[config.mk]
export PLATFORM = sky130hd
export DESIGN_NAME = qrs_div
export DESIGN_NICKNAME = d
export VERILOG_FILES = /design/src/qrs_div.sv
export SDC_FILE = /design/constraint.sdc
export NUM_CORES = 2
export LEC_CHECK = 0
export BUFFER_PORTS_ARGS = -buffer_cell sky130_fd_sc_hd__buf_2
export CAP_MARGIN = 10
export CORE_MARGIN = 2
export CORE_UTILIZATION = 45
export CTS_BUF_LIST = sky130_fd_sc_hd__clkbuf_8
export DETAILED_ROUTE_END_ITERATION = 10
export GPL_ROUTABILITY_DRIVEN = 0
export RECOVER_POWER = 50
export SKIP_LAST_GASP = 1
export SLEW_MARGIN = 20
export SYNTH_ARGS = -nofsm -noshare
export SYNTH_HDL_FRONTEND = slang
export SYNTH_SLANG_ARGS = --single-unit
[constraint.sdc]
create_clock -name i_clk -period 4.6 [get_ports i_clk]
set_clock_uncertainty 0.1 [all_clocks]
set_input_delay 0.46 -clock i_clk [delete_from_list [all_inputs] [get_ports i_clk]]
set_output_delay 0.46 -clock i_clk [all_outputs]
set_load 0.03 [all_outputs]
[src/qrs_div.sv]
`default_nettype none

module qrs_div #(
    parameter int NUM_W = 35,
    parameter int DEN_W = 17,
    parameter int SB_W  = 1
) (
    input  wire logic               i_clk,
    input  wire logic               i_rst_n,
    input  wire logic               i_en,
    input  wire logic               i_valid,
    input  wire logic [NUM_W-1:0]   i_num,
    input  wire logic [DEN_W-1:0]   i_den,
    input  wire logic [SB_W-1:0]    i_sb,
    output logic                    o_valid,
    output logic [NUM_W-1:0]        o_quo,
    output logic [SB_W-1:0]         o_sb
);

    logic [NUM_W:0]          r_vld;
    logic [NUM_W-1:0]        r_num [NUM_W+1];
    logic [NUM_W-1:0]        r_quo [NUM_W+1];
    logic [DEN_W-1:0]        r_rem [NUM_W+1];
    logic [DEN_W-1:0]        r_den [NUM_W+1];
    logic [SB_W-1:0]         r_sb  [NUM_W+1];

    logic [NUM_W-1:0]        n_quo [NUM_W];
    logic [DEN_W-1:0]        n_rem [NUM_W];

    // restoring division, one quotient bit per stage
    always_comb begin
        logic [DEN_W:0] sh;
        logic           ge;
        for (int i = 0; i < NUM_W; i++) begin
            sh = {r_rem[i], r_num[i][NUM_W-1]};
            ge = (sh >= {1'b0, r_den[i]});
            n_rem[i] = ge ? DEN_W'(sh - {1'b0, r_den[i]}) : DEN_W'(sh);
            n_quo[i] = {r_quo[i][NUM_W-2:0], ge};
        end
    end

    // valid bits
    always_ff @(posedge i_clk) begin
        if (!i_rst_n) begin
            r_vld <= '0;
        end else if (i_en) begin
            r_vld <= {r_vld[NUM_W-1:0], i_valid};
        end
    end

    // stage registers
    always_ff @(posedge i_clk) begin
        if (i_en) begin
            r_num[0] <= i_num;
            r_quo[0] <= '0;
            r_rem[0] <= '0;
            r_den[0] <= i_den;
            r_sb[0]  <= i_sb;
            for (int i = 0; i < NUM_W; i++) begin
                r_num[i+1] <= r_num[i] << 1;
                r_quo[i+1] <= n_quo[i];
                r_rem[i+1] <= n_rem[i];
                r_den[i+1] <= r_den[i];
                r_sb[i+1]  <= r_sb[i];
            end
        end
    end

    assign o_valid = r_vld[NUM_W];
    assign o_quo   = r_quo[NUM_W];
    assign o_sb    = r_sb[NUM_W];

endmodule

`default_nettype wire
### Word level (Yosys, flattened, before mapping)

Memories as Yosys holds them, arrays and structs flattened.
Index checks and enable logic that the tools add are counted.

* add/subtract/negate cells: 35
* order comparisons: 35
* multiplexer cells: 37

Operator list (count)
* 18-bit by 17-bit >= comparator with 1-bit output: 35
* 17-bit two-way mux: 35
* 17-bit subtractor: 35
* 1-bit two-way mux: 2

* flip-flop bits (word level): 36
* RAM bits: 3780
* logic and storage cells: 113
* memories: 5

Memories
* r_num: depth 36, bits a word 35, read ports 35, clocked after Yosys merged registers in 0, wr ports 36, line 21 `logic [NUM_W-1:0] r_num [NUM_W+1];`
* r_quo: depth 36, bits a word 35, read ports 36, clocked after Yosys merged registers in 0, wr ports 36, line 22 `logic [NUM_W-1:0] r_quo [NUM_W+1];`
* r_den: depth 36, bits a word 17, read ports 35, clocked after Yosys merged registers in 0, wr ports 36, line 24 `logic [DEN_W-1:0] r_den [NUM_W+1];`
* r_rem: depth 36, bits a word 17, read ports 35, clocked after Yosys merged registers in 0, wr ports 36, line 23 `logic [DEN_W-1:0] r_rem [NUM_W+1];`
* r_sb: depth 36, bits a word 1, read ports 36, clocked after Yosys merged registers in 0, wr ports 36, line 25 `logic [SB_W-1:0] r_sb [NUM_W+1];`

### Logic depth before layout (Yosys ltp)

* depth in word-level cells: 2
* mapped depth: 14
* depth with buffers taken out: 13

### Worst setup path after synthesis

Ideal clock, no wire load.

* path kind: register -> register
* start: memory r_num[22][34]
* end: memory r_rem[23][10] (data pin)
* setup time: 0.260 ns
* data arrival time: 3.051 ns
* data required time: 4.240 ns
* slack: 1.189 ns
* cell stages (with the launch flop): 15
* buffers on the path: 2
* clock period less this slack: 3.411 ns
* cell sequence: edfxtp_1 > inv_1 > ha_1 > inv_1 > fa_1 > a211oi_2 > o21a_1 > nor3_2 > a2111oi_4 > a21o_1 > a21oi_1 > or4_1 > buf_6 > buf_12 > mux2_4

RTL lines (line)
* from (decl): 21
* to (decl): 23

==> impl_results.md <==
- Remaining routing DRC violations: 0
- WHS: 0.241 ns
- Slew at the pin with the worst max-slew slack: a little under 3 ns
- Initial Util: 45.2%
- Unrepaired setup endpoints after global routing: false
- Crit path capture type: flip-flop
- CP Data Required Time: 5.16 ns
- H-tree depth: 5
- Chip Height: between 400 and 500 um
- DR WL/cell: 16.9 um
- DIE WIDTH: 498 um
- CTS resizes: 0
- Minimum clock period after layout: 4.05 ns
- Post-synth top area share: approximately two thirds
- Core area: 243,000 um^2
- Layout cell share with drive strength beyond 1: 13.0%
- Mapped Area: 110,000 um^2
- Minimum setup slack among reg-to-reg paths: 0.76 ns
- Max clock buf depth: 4
- CTS buffer count: 429
- Drt pass-1 iters: 6
- Worst vdd ir: ~330 uV
- Most common cell after layout, fill and taps aside: edfxtp_1
- Hold Vio Cnt, Final: 0
- # setup viols final: 0
- Final Net Count: 8,780
- Crit-path max cell delay: 1.96 ns
- First-pass GRT wire length: 316,000 um
- CTS tree: yes
- Warnings, synthesis: 0
- Yosys reg bits: 2,505
- Die ar.: 248,000 um^2
- Crit path buf inv count: 3
- Syn nets: 8,162
- Total GRT Usage: 15.6%
- R2r endpoint: r_rem[13][1]
- Initial antenna violation count: 6
- Worst Hold Depth: 0
- Buffers on Ports: 93
- Status: complete, but fails checks
- FFs w/ async S/R, synth: 0%
- Vias in the first global route: 61.2k
- GRT overflow: 0
- Hold Crit Start: r_num[16][31]
- DP HPWL: 131,000 um
- Crit Path Max Fanout: 95
- Failing checks: capacitance limit, slew limit
- Post-synth EDFFs: 2,469
- Largest net degree at the start of global routing: 147
- Mapped Cells: 7,492
- Root buffer cell: clkbuf_8
- Sequential fraction of the synthesis area: roughly two thirds
- CTS clk-pin slew, worst paths: 0.06 ns
- PD cells: 621 nW/um^2
- FF-to-FF path depth: 9
- Worst r2r src: r_rem[12][11]
- CP arrival: 4.61 ns
- CP max-delay cell: clkbuf_2
- Area leader, netlist: edfxtp_1
- TNS Setup: 0 ns
- Lkg Pwr: 47.7 nW
- Final ANT Viol Nets: 0
- Sink Count: approximately 2.5k
- Clk_lat worst skew: ~1.1 ns
- Max-cap violations: 1
- HP Class: reg2reg
- Slew margin rel.: -94.8%
- Vias per cell: 5.17
- I/O pin count: 94
- Ranking of synthesized cells by area: edfxtp_1 68%, ha_1 6.6%, mux2_2 3.6%
- Worst Setup Start Kind: input port
- Fin crit share: a little under 90%
- WL final: 196,000 um
- DRT iter0 DRCs: 4,046
- WHS Endpoint: r_num[17][32]
- Final Max Tran Viols: 74
- CP Cell Sequence: dlygate4sd3_1, clkbuf_2, clkbuf_4
- Synth-to-layout area growth: 12.4%
- Yosys cell types: slightly below 90
- Primary FF master, synth: edfxtp_1
- Total power: 0.0767 W
- Critical path class: in2reg
- Critical path's top delay family: buffers and inverters
- Vias post-DR: 60.2k
- Avg Inst Size Synth: 14.6 um^2
- Most frequent cells in the layout: 2,469 x edfxtp_1, 875 x inv_1, 580 x ha_1
- Peak Freq: 247 MHz
- Row cnt: 181
==> Yosys cell counts, drive strengths merged (75+ instances only) <==
| cell | number |
|---|---|
| nand4 | 75 |
| nor3 | 104 |
| edfxtp | 2469 |
| mux2 | 363 |
| o21ai | 272 |
| a21o | 187 |
| nor2 | 398 |
| xnor2 | 286 |
| ha | 580 |
| a21oi | 478 |
| xor2 | 141 |
| nand2 | 265 |
| nor2b | 96 |
| inv | 761 |
==> worst max-delay path by stage <==
stage	start	end	slack, ns	cells after the start
after global placement	r_num[25][34]	r_rem[26][14]	0.87	11
after global routing	i_en	r_rem[9][9]	0.24	3
after detailed placement	r_rem[12][10]	r_rem[13][1]	0.77	9
after CTS	r_num[25][34]	r_rem[26][4]	0.78	11
after floorplan	r_num[22][34]	r_rem[23][10]	1.19	14
final	i_en	r_quo[8][95]	0.55	3
==> cells by family after synthesis <==
| family | Yosys count | share of synthesized area, % |
|---|---|---|
| and+or+nand+nor | 1218 | 5.33 |
| AOI/OAI and AO/OA | 1451 | 8.49 |
| adders and majority gates | 613 | 7.22 |
| muxes | 429 | 4.35 |
| buffers and inverters | 849 | 2.97 |
| DFF | 2505 | 68.2 |
| xor gates and xnor gates | 427 | 3.41 |
==> worst reg2reg max path: stages (launching register included) <==
cell and delay (ns):
edfxtp_1 0.40, ha_1 0.37, and3_1 0.21, and3_1 0.19, nand4_1 0.14, o41ai_1 0.67
a41oi_1 0.16, a21oi_2 0.73, buf_4 0.30, mux2_2 0.35
==> flip-flops by register name (all words and copies together), names as in the netlist <==
signal and cells:
r_sb 36, r_den 595, r_vld 36, r_num 630, r_rem 578, r_quo 630
==> per-layer routing <==
layer | vias up | GRT usage [%] | share of wire (%)
met5 | - | 0 | 0
met3 | 475 | 2.82 | 4.6
met1 | 28900 | 20.2 | 44
met4 | 0 | 6.24 | 3.4
li1 | 29300 | - | -
met2 | 1400 | 26.0 | 48
==> through the flow <==
step / setup slack, ns / instances / instance area, um^2 / utilization [%]
after detailed placement: 0.774 / 10800 / 115000 / 47.2
after global routing: 0.244 / 11600 / 123000 / 50.8
after global placement: 0.870 / 10800 / 115000 / 47.2
after CTS: 0.780 / 11600 / 123000 / 50.8
final: 0.554 / 11600 / 123000 / 50.8
after floorplan: 1.19 / 7492 / 110000 / -
==> cell type report <==
| type | count | area (um^2) |
|---|---|---|
| fill | 20400 | 119000 |
| sequential | 2505 | 74900 |
| multi-input combinational | 4138 | 31700 |
| clock buffer | 433 | 5960 |
| tap | 3202 | 4010 |
| inverter | 761 | 2860 |
| timing repair buffer | 275 | 2300 |
| clock inverter | 319 | 1710 |
| antenna | 6 | 15.0 |
==> report_power, final <==
part	switching, W	leakage, nW	internal [W]	total, W
combinational	0.0135	18.9	0.0121	0.0256
clock	0.00865	4.38	0.00950	0.0182
sequential	0.00221	24.4	0.0307	0.0329
==> repair_timing <==
action / 4_1_cts / 5_1_grt
hold buffers: 111 / 0
endpoints found under the hold margin: 180 / 0
endpoints found under the setup margin: 0 / 0
setup buffers: 0 / 0
(Power assumes the default switching activity.)
