[src/qrs_pkg.sv]
`default_nettype none

package qrs_pkg;

    // fixed width of the root outputs
    localparam int ROOT_W  = 34;
    localparam int COUNT_W = 2;

    // root count codes
    localparam logic [COUNT_W-1:0] CNT_NONE = 2'd0;
    localparam logic [COUNT_W-1:0] CNT_ONE  = 2'd1;
    localparam logic [COUNT_W-1:0] CNT_TWO  = 2'd2;

    // coefficient flags out of the discriminant stages
    typedef struct packed {
        logic lead_zero;
        logic a_neg;
    } t_coef_flags;

    // flags that ride along through the square root and divider pipes
    typedef struct packed {
        logic lead_zero;
        logic a_neg;
        logic disc_neg;
        logic disc_zero;
    } t_flags;

endpackage

`default_nettype wire

[src/qrs_disc.sv]
`default_nettype none

module qrs_disc
    import qrs_pkg::*;
#(
    parameter int CW = 16,
    parameter int FB = 16
) (
    input  wire logic                     i_clk,
    input  wire logic                     i_rst_n,
    input  wire logic                     i_en,
    input  wire logic                     i_valid,
    input  wire logic signed [CW-1:0]     i_a,
    input  wire logic signed [CW-1:0]     i_b,
    input  wire logic signed [CW-1:0]     i_c,
    output logic                          o_valid,
    output logic signed [2*CW+1:0]        o_disc,
    output logic signed [CW+FB:0]         o_nb,
    output logic        [CW:0]            o_den,
    output t_coef_flags                   o_flags
);

    localparam int DW  = 2 * CW + 2;
    localparam int NBW = CW + FB + 1;

    logic [2:0]              r_vld;
    logic signed [CW-1:0]    r1_a, r1_b, r1_c;
    logic signed [2*CW-1:0]  r_bb, r_ac;
    logic signed [CW-1:0]    r2_a, r2_b;
    logic signed [DW-1:0]    r_disc;
    logic signed [NBW-1:0]   r_nb;
    logic [CW:0]             r_den;
    t_coef_flags             r_flags;

    logic signed [DW-1:0]    n_disc;
    logic signed [NBW-1:0]   n_nb;
    logic [CW-1:0]           a_abs;
    t_coef_flags             n_flags;

    // discriminant, negated b scaled to fixed point, and 2|a|
    always_comb begin
        n_disc = DW'(r_bb) - (DW'(r_ac) <<< 2);
        n_nb   = -(NBW'(r2_b) <<< FB);
        a_abs  = r2_a[CW-1] ? CW'(-r2_a) : CW'(r2_a);
        n_flags.lead_zero = (r2_a == '0);
        n_flags.a_neg     = r2_a[CW-1];
    end

    // valid bits
    always_ff @(posedge i_clk) begin
        if (!i_rst_n) begin
            r_vld <= '0;
        end else if (i_en) begin
            r_vld <= {r_vld[1:0], i_valid};
        end
    end

    // payload stages: capture, products, difference
    always_ff @(posedge i_clk) begin
        if (i_en) begin
            r1_a    <= i_a;
            r1_b    <= i_b;
            r1_c    <= i_c;
            r_bb    <= r1_b * r1_b;
            r_ac    <= r1_a * r1_c;
            r2_a    <= r1_a;
            r2_b    <= r1_b;
            r_disc  <= n_disc;
            r_nb    <= n_nb;
            r_den   <= {a_abs, 1'b0};
            r_flags <= n_flags;
        end
    end

    assign o_valid = r_vld[2];
    assign o_disc  = r_disc;
    assign o_nb    = r_nb;
    assign o_den   = r_den;
    assign o_flags = r_flags;

endmodule

`default_nettype wire

[config.mk]
export PLATFORM = sky130hd
export DESIGN_NAME = qrs_disc
export DESIGN_NICKNAME = d
export VERILOG_FILES = /design/src/qrs_pkg.sv /design/src/qrs_disc.sv
export SDC_FILE = /design/constraint.sdc
export NUM_CORES = 2
export LEC_CHECK = 0
export ABC_AREA = 1
export CORE_AREA = 2 2 259 261
export DETAILED_ROUTE_END_ITERATION = 10
export DIE_AREA = 0 0 261 263
export DONT_BUFFER_PORTS = 1
export GPL_ROUTABILITY_DRIVEN = 0
export GPL_TIMING_DRIVEN = 0
export HOLD_SLACK_MARGIN = 0.02
export PLACE_DENSITY_LB_ADDON = 0.1
export SLEW_MARGIN = 20
export SYNTH_ARGS = -nofsm -noshare
export SYNTH_HDL_FRONTEND = slang
export SYNTH_SLANG_ARGS = --single-unit
[constraint.sdc]
create_clock -name i_clk -period 7.8 [get_ports i_clk]
set_clock_uncertainty 0.1 [all_clocks]
set_input_delay 1.17 -clock i_clk [delete_from_list [all_inputs] [get_ports i_clk]]
set_output_delay 1.17 -clock i_clk [all_outputs]
set_load 0.05 [all_outputs]
==> Yosys cells after proc, flatten, opt, wreduce, memory -nomap -nowiden <==
Cells that the tools add are included.
{ "totals": {"wordCells": 21, "out_inout_bits": 87, "inputBits": 52, "register_bits": 232} }
{ "op_classes": {"reduce_logical": 1, "multipliers": 2, "n_mux": 1, "addsub": 3} }
{ "ops": {"columns": ["cell", "count"], "rows": [
  ["$mul A16 B16 Y32", 2],
  ["$sub A32 B34 Y34", 1],
  ["$neg A32 Y33", 1],
  ["$logic_not A16 Y1", 1],
  ["$neg A16 Y16", 1],
  ["$mux W15", 1]
]} }

==> Longest topological paths before layout <==
{ "depth": {"word_depth": 2, "depth_mapped": 27, "ltp_nobuf": 26} }

==> Worst setup path before layout <==
Ideal clock, no wire load.
{ "synth_timing": {"path_type": "register -> register", "start": "reg r1_b[3]", "end": "reg r_bb[26] (data pin)", "period_less_slack_ps": 5745, "setup_ps": 253, "required_time_ps": 7447, "t_arrival_ps": 5393, "path_buffers": 2, "path_slack_ps": 2055, "path_stages_with_launch": 21, "path_cell_list": "edfxtp_1 -> clkbuf_1 -> clkbuf_1 -> nand2_1 -> fa_1 -> inv_1 -> fa_1 -> fa_1 -> fa_1 -> fa_1 -> inv_1 -> fa_1 -> inv_1 -> ha_1 -> nand2_1 -> nor2_1 -> inv_1 -> nor3_1 -> nand3_1 -> nand4_1 -> nand2_1"} }
{ "synth_via": {"elab_chain_cells": 1} }
{ "synth_rtl": {"columns": ["item", "line", "source"], "rows": [
  ["start, declared", "qrs_disc.sv:27", "logic signed [CW-1:0] r1_a, r1_b, r1_c;"],
  ["start signal, assigned", "qrs_disc.sv:62", "r1_b <= i_b;"],
  ["$mul A16 B16 Y32", "qrs_disc.sv:64", "r_bb <= r1_b * r1_b;"],
  ["end signal, assigned", "qrs_disc.sv:64", null],
  ["end, declared", "qrs_disc.sv:28", "logic signed [2*CW-1:0] r_bb, r_ac;"]
]} }
No other way between the ends.
A chain may end at the register's enable or synchronous reset.

==> Final worst setup path <==
{ "layout_timing": {"start": "reg r1_c[7]", "end": "reg r_ac[31] (data pin)"} }
{ "layout_via": {"elab_chain_cells": 1} }
{ "layout_rtl": {"columns": ["item", "line", "source"], "rows": [
  ["start, declared", "qrs_disc.sv:27", null],
  ["start signal, assigned", "qrs_disc.sv:63", "r1_c <= i_c;"],
  ["$mul A16 B16 Y32", "qrs_disc.sv:65", "r_ac <= r1_a * r1_c;"],
  ["end signal, assigned", "qrs_disc.sv:65", null],
  ["end, declared", "qrs_disc.sv:28", null]
]} }
No other way between the ends.

==> impl_metrics.ini <==
[clock_tree]
insertion_delay_ns = 0.58
clk_pin_slew_ns = 0.06
htree_levels = 1
tritoncts = built
clock-sinks = 212
cts_setup_buffers = 0
cts_resized = 0
clockRootBuffer = clkbuf_16
clockBufferDepth = 3
postCtsHoldBufs = 0
cts_buffers = 29

[placement]
portBuffers = 0
dpl.hpwl_um = 61200
placed_cell_area_mm2 = 0.0305

[drt]
wl_per_cell_um = 16.9
firstDrtPassIters = 6
wl_um = 72800
drc = 0
antenna_left = 0
drtIter0Drc = 1633
vias_per_cell = 4.98
vias = 21539

[cells_and_area]
nNetsFinal = 4190
mostFrequentLayoutCells = 949 x inv_1, 782 x nand2_1, 497 x fa_1
antenna_cells = 0
fin_area_mm2 = 0.0315
drive_gt1_share_pct = 2.98
mostFrequentLayoutCell = inv_1
synthToLayoutAreaGrowth_pct = 7.29

[yosys]
synth_cells = 3389
ys_ff_latch = 212
ys_warn_count = 0
synth_cell_type_count = 35
ys_seq_area_share_pct = 21.6
syn_area_mm2 = 0.0294
postSynthAreaPerCell_um2 = 8.66

[sta]
setup_tns_ns = 0
maxSlewHeadroom_pct = 47.7
rsz0062_at_grt = no
hold_ws_ns = 0.341
tightest_slew_ns = 0.784
setup_viol_count_final = 0
hold_viol_final = 0
max_freq_mhz = 142
fin_crit_sh_pct = 90.1
drv_slew = 0
fin_crit_ns = 7.03

[flow_run]
maxCapViolations = 0

[floorplan]
die_x_um = 261
design.core.area_mm2 = 0.0656
die_area_mm2 = 0.0686
io-pin-count = 139
rows = 94
die_y_um = 263
initial_utilization_pct = 44.7

[worst_setup_path]
crit_type = flop to flop
cp.required_ns = 8.04
crit_arrival_ns = 7.27
cp_max_fo = 10
cp-end-kind = flop
startpoint_type = flop

[run_status]
status = finished clean

[grt]
grt_max_degree = 214
grtUsageTotal_pct = 22.1
antenna_found_initial = 0
first_global_vias = 22577
overflow = 0
grt_pass1_wl_um = 118000

[hold_path]
hold_path_class = flop to flop
==> metal layers <==
| layer | up-vias | part of all wire [%] | GRT usage [%] |
|---|---|---|---|
| met5 | - | 0 | 0 |
| met4 | 0 | 2.4 | 5.50 |
| met3 | 95 | 8.8 | 4.64 |
| met2 | 739 | 44 | 33.7 |
| met1 | 10664 | 45 | 32.1 |
| li1 | 10041 | - | - |
==> Yosys cell counts, drive strengths merged <==
cell      n  area (µm²)
nor2    178         683
xor2     85         744
o21bai   11        82.6
a21boi    1        7.51
nand2   793        3000
a31o      2        17.5
a21o      8        60.1
a21oi    91         455
and2      1        6.26
dfxtp     3        60.1
nand4    19         119
ha      204        2550
xnor2    15         131
clkinv    1        3.75
or2       5        31.3
nor4      7        50.1
clkbuf   92         345
a31oi     2        12.5
fa      497        9950
nand3   103         515
nand3b    7        52.6
o21ai    52         264
conb      1        3.75
inv     950        3570
nor3     30         205
buf      21         150
o21a      1        7.51
edfxtp  209        6280
==> registers in the layout, summed over array words and instances, names as in the netlist <==
name,flops
o_disc,33
r_ac,32
r_bb,31
o_den,16
o_nb,16
r1_a,16
r1_b,16
r1_c,16
r2_a,16
r2_b,15
r_vld,3
o_flags,2
==> logic make-up (layout without fill, tap and decap cells) <==
| kind of cell | after synthesis | after routing | synth area share (%) |
|---|---|---|---|
| AOI/OAI and AO/OA | 168 | 168 | 3.09 |
| xor gates and xnor gates | 100 | 100 | 2.98 |
| adders and majority gates | 701 | 701 | 42.6 |
| buffers and inverters | 1064 | 1116 | 13.8 |
| DFF | 212 | 212 | 21.6 |
| other | 1 | 18 | 0.0128 |
| and+or+nand+nor | 1143 | 1143 | 15.9 |
==> final timing paths <==
kind / startpoint / to / slack (ns) / depth (start not counted)
setup / recovery: r1_c[7] / r_ac[31] / 0.77 / 23
hold / removal: r1_b[1] / r2_b[1] / 0.34 / 0
setup reg to reg: r1_c[7] / r_ac[31] / 0.77 / 23
hold reg to reg: r1_b[1] / r2_b[1] / 0.34 / 0
==> layout make-up <==
type | count | area [µm²]
clock inverter | 16 | 233
fill | 6481 | 34100
tap | 864 | 1080
buffer | 113 | 495
inverter | 951 | 3570
sequential | 212 | 6340
multi-input combinational | 2130 | 19000
clock buffer | 36 | 762
==> worst max-delay path, stage by stage, from the launching register on <==
cell	delay, ns
edfxtp_1	0.32
clkbuf_1	0.57
clkbuf_1	0.55
nand2_1	0.17
fa_1	0.56
inv_1	0.05
fa_1	0.49
inv_1	0.05
fa_1	0.53
inv_1	0.05
fa_1	0.55
fa_1	0.46
fa_1	0.46
ha_1	0.36
nand2_1	0.19
inv_1	0.08
a21oi_1	0.38
nand3_1	0.31
nand2_1	0.14
inv_1	0.05
nor2_1	0.20
inv_1	0.06
nand2_1	0.06
nand2_1	0.04
==> metrics by stage <==
stage	cells	utilization, %	worst slack [ns]
after floorplan	3406	-	2.05
after CTS	4322	48.0	0.860
after global placement	4270	46.5	0.942
after detailed placement	4270	46.5	0.872
after global routing	4322	48.0	0.430
final	4322	48.0	0.769
Power is not shown: default switching activity piles up to over one toggle a cycle in this logic, so the estimate is an artifact.
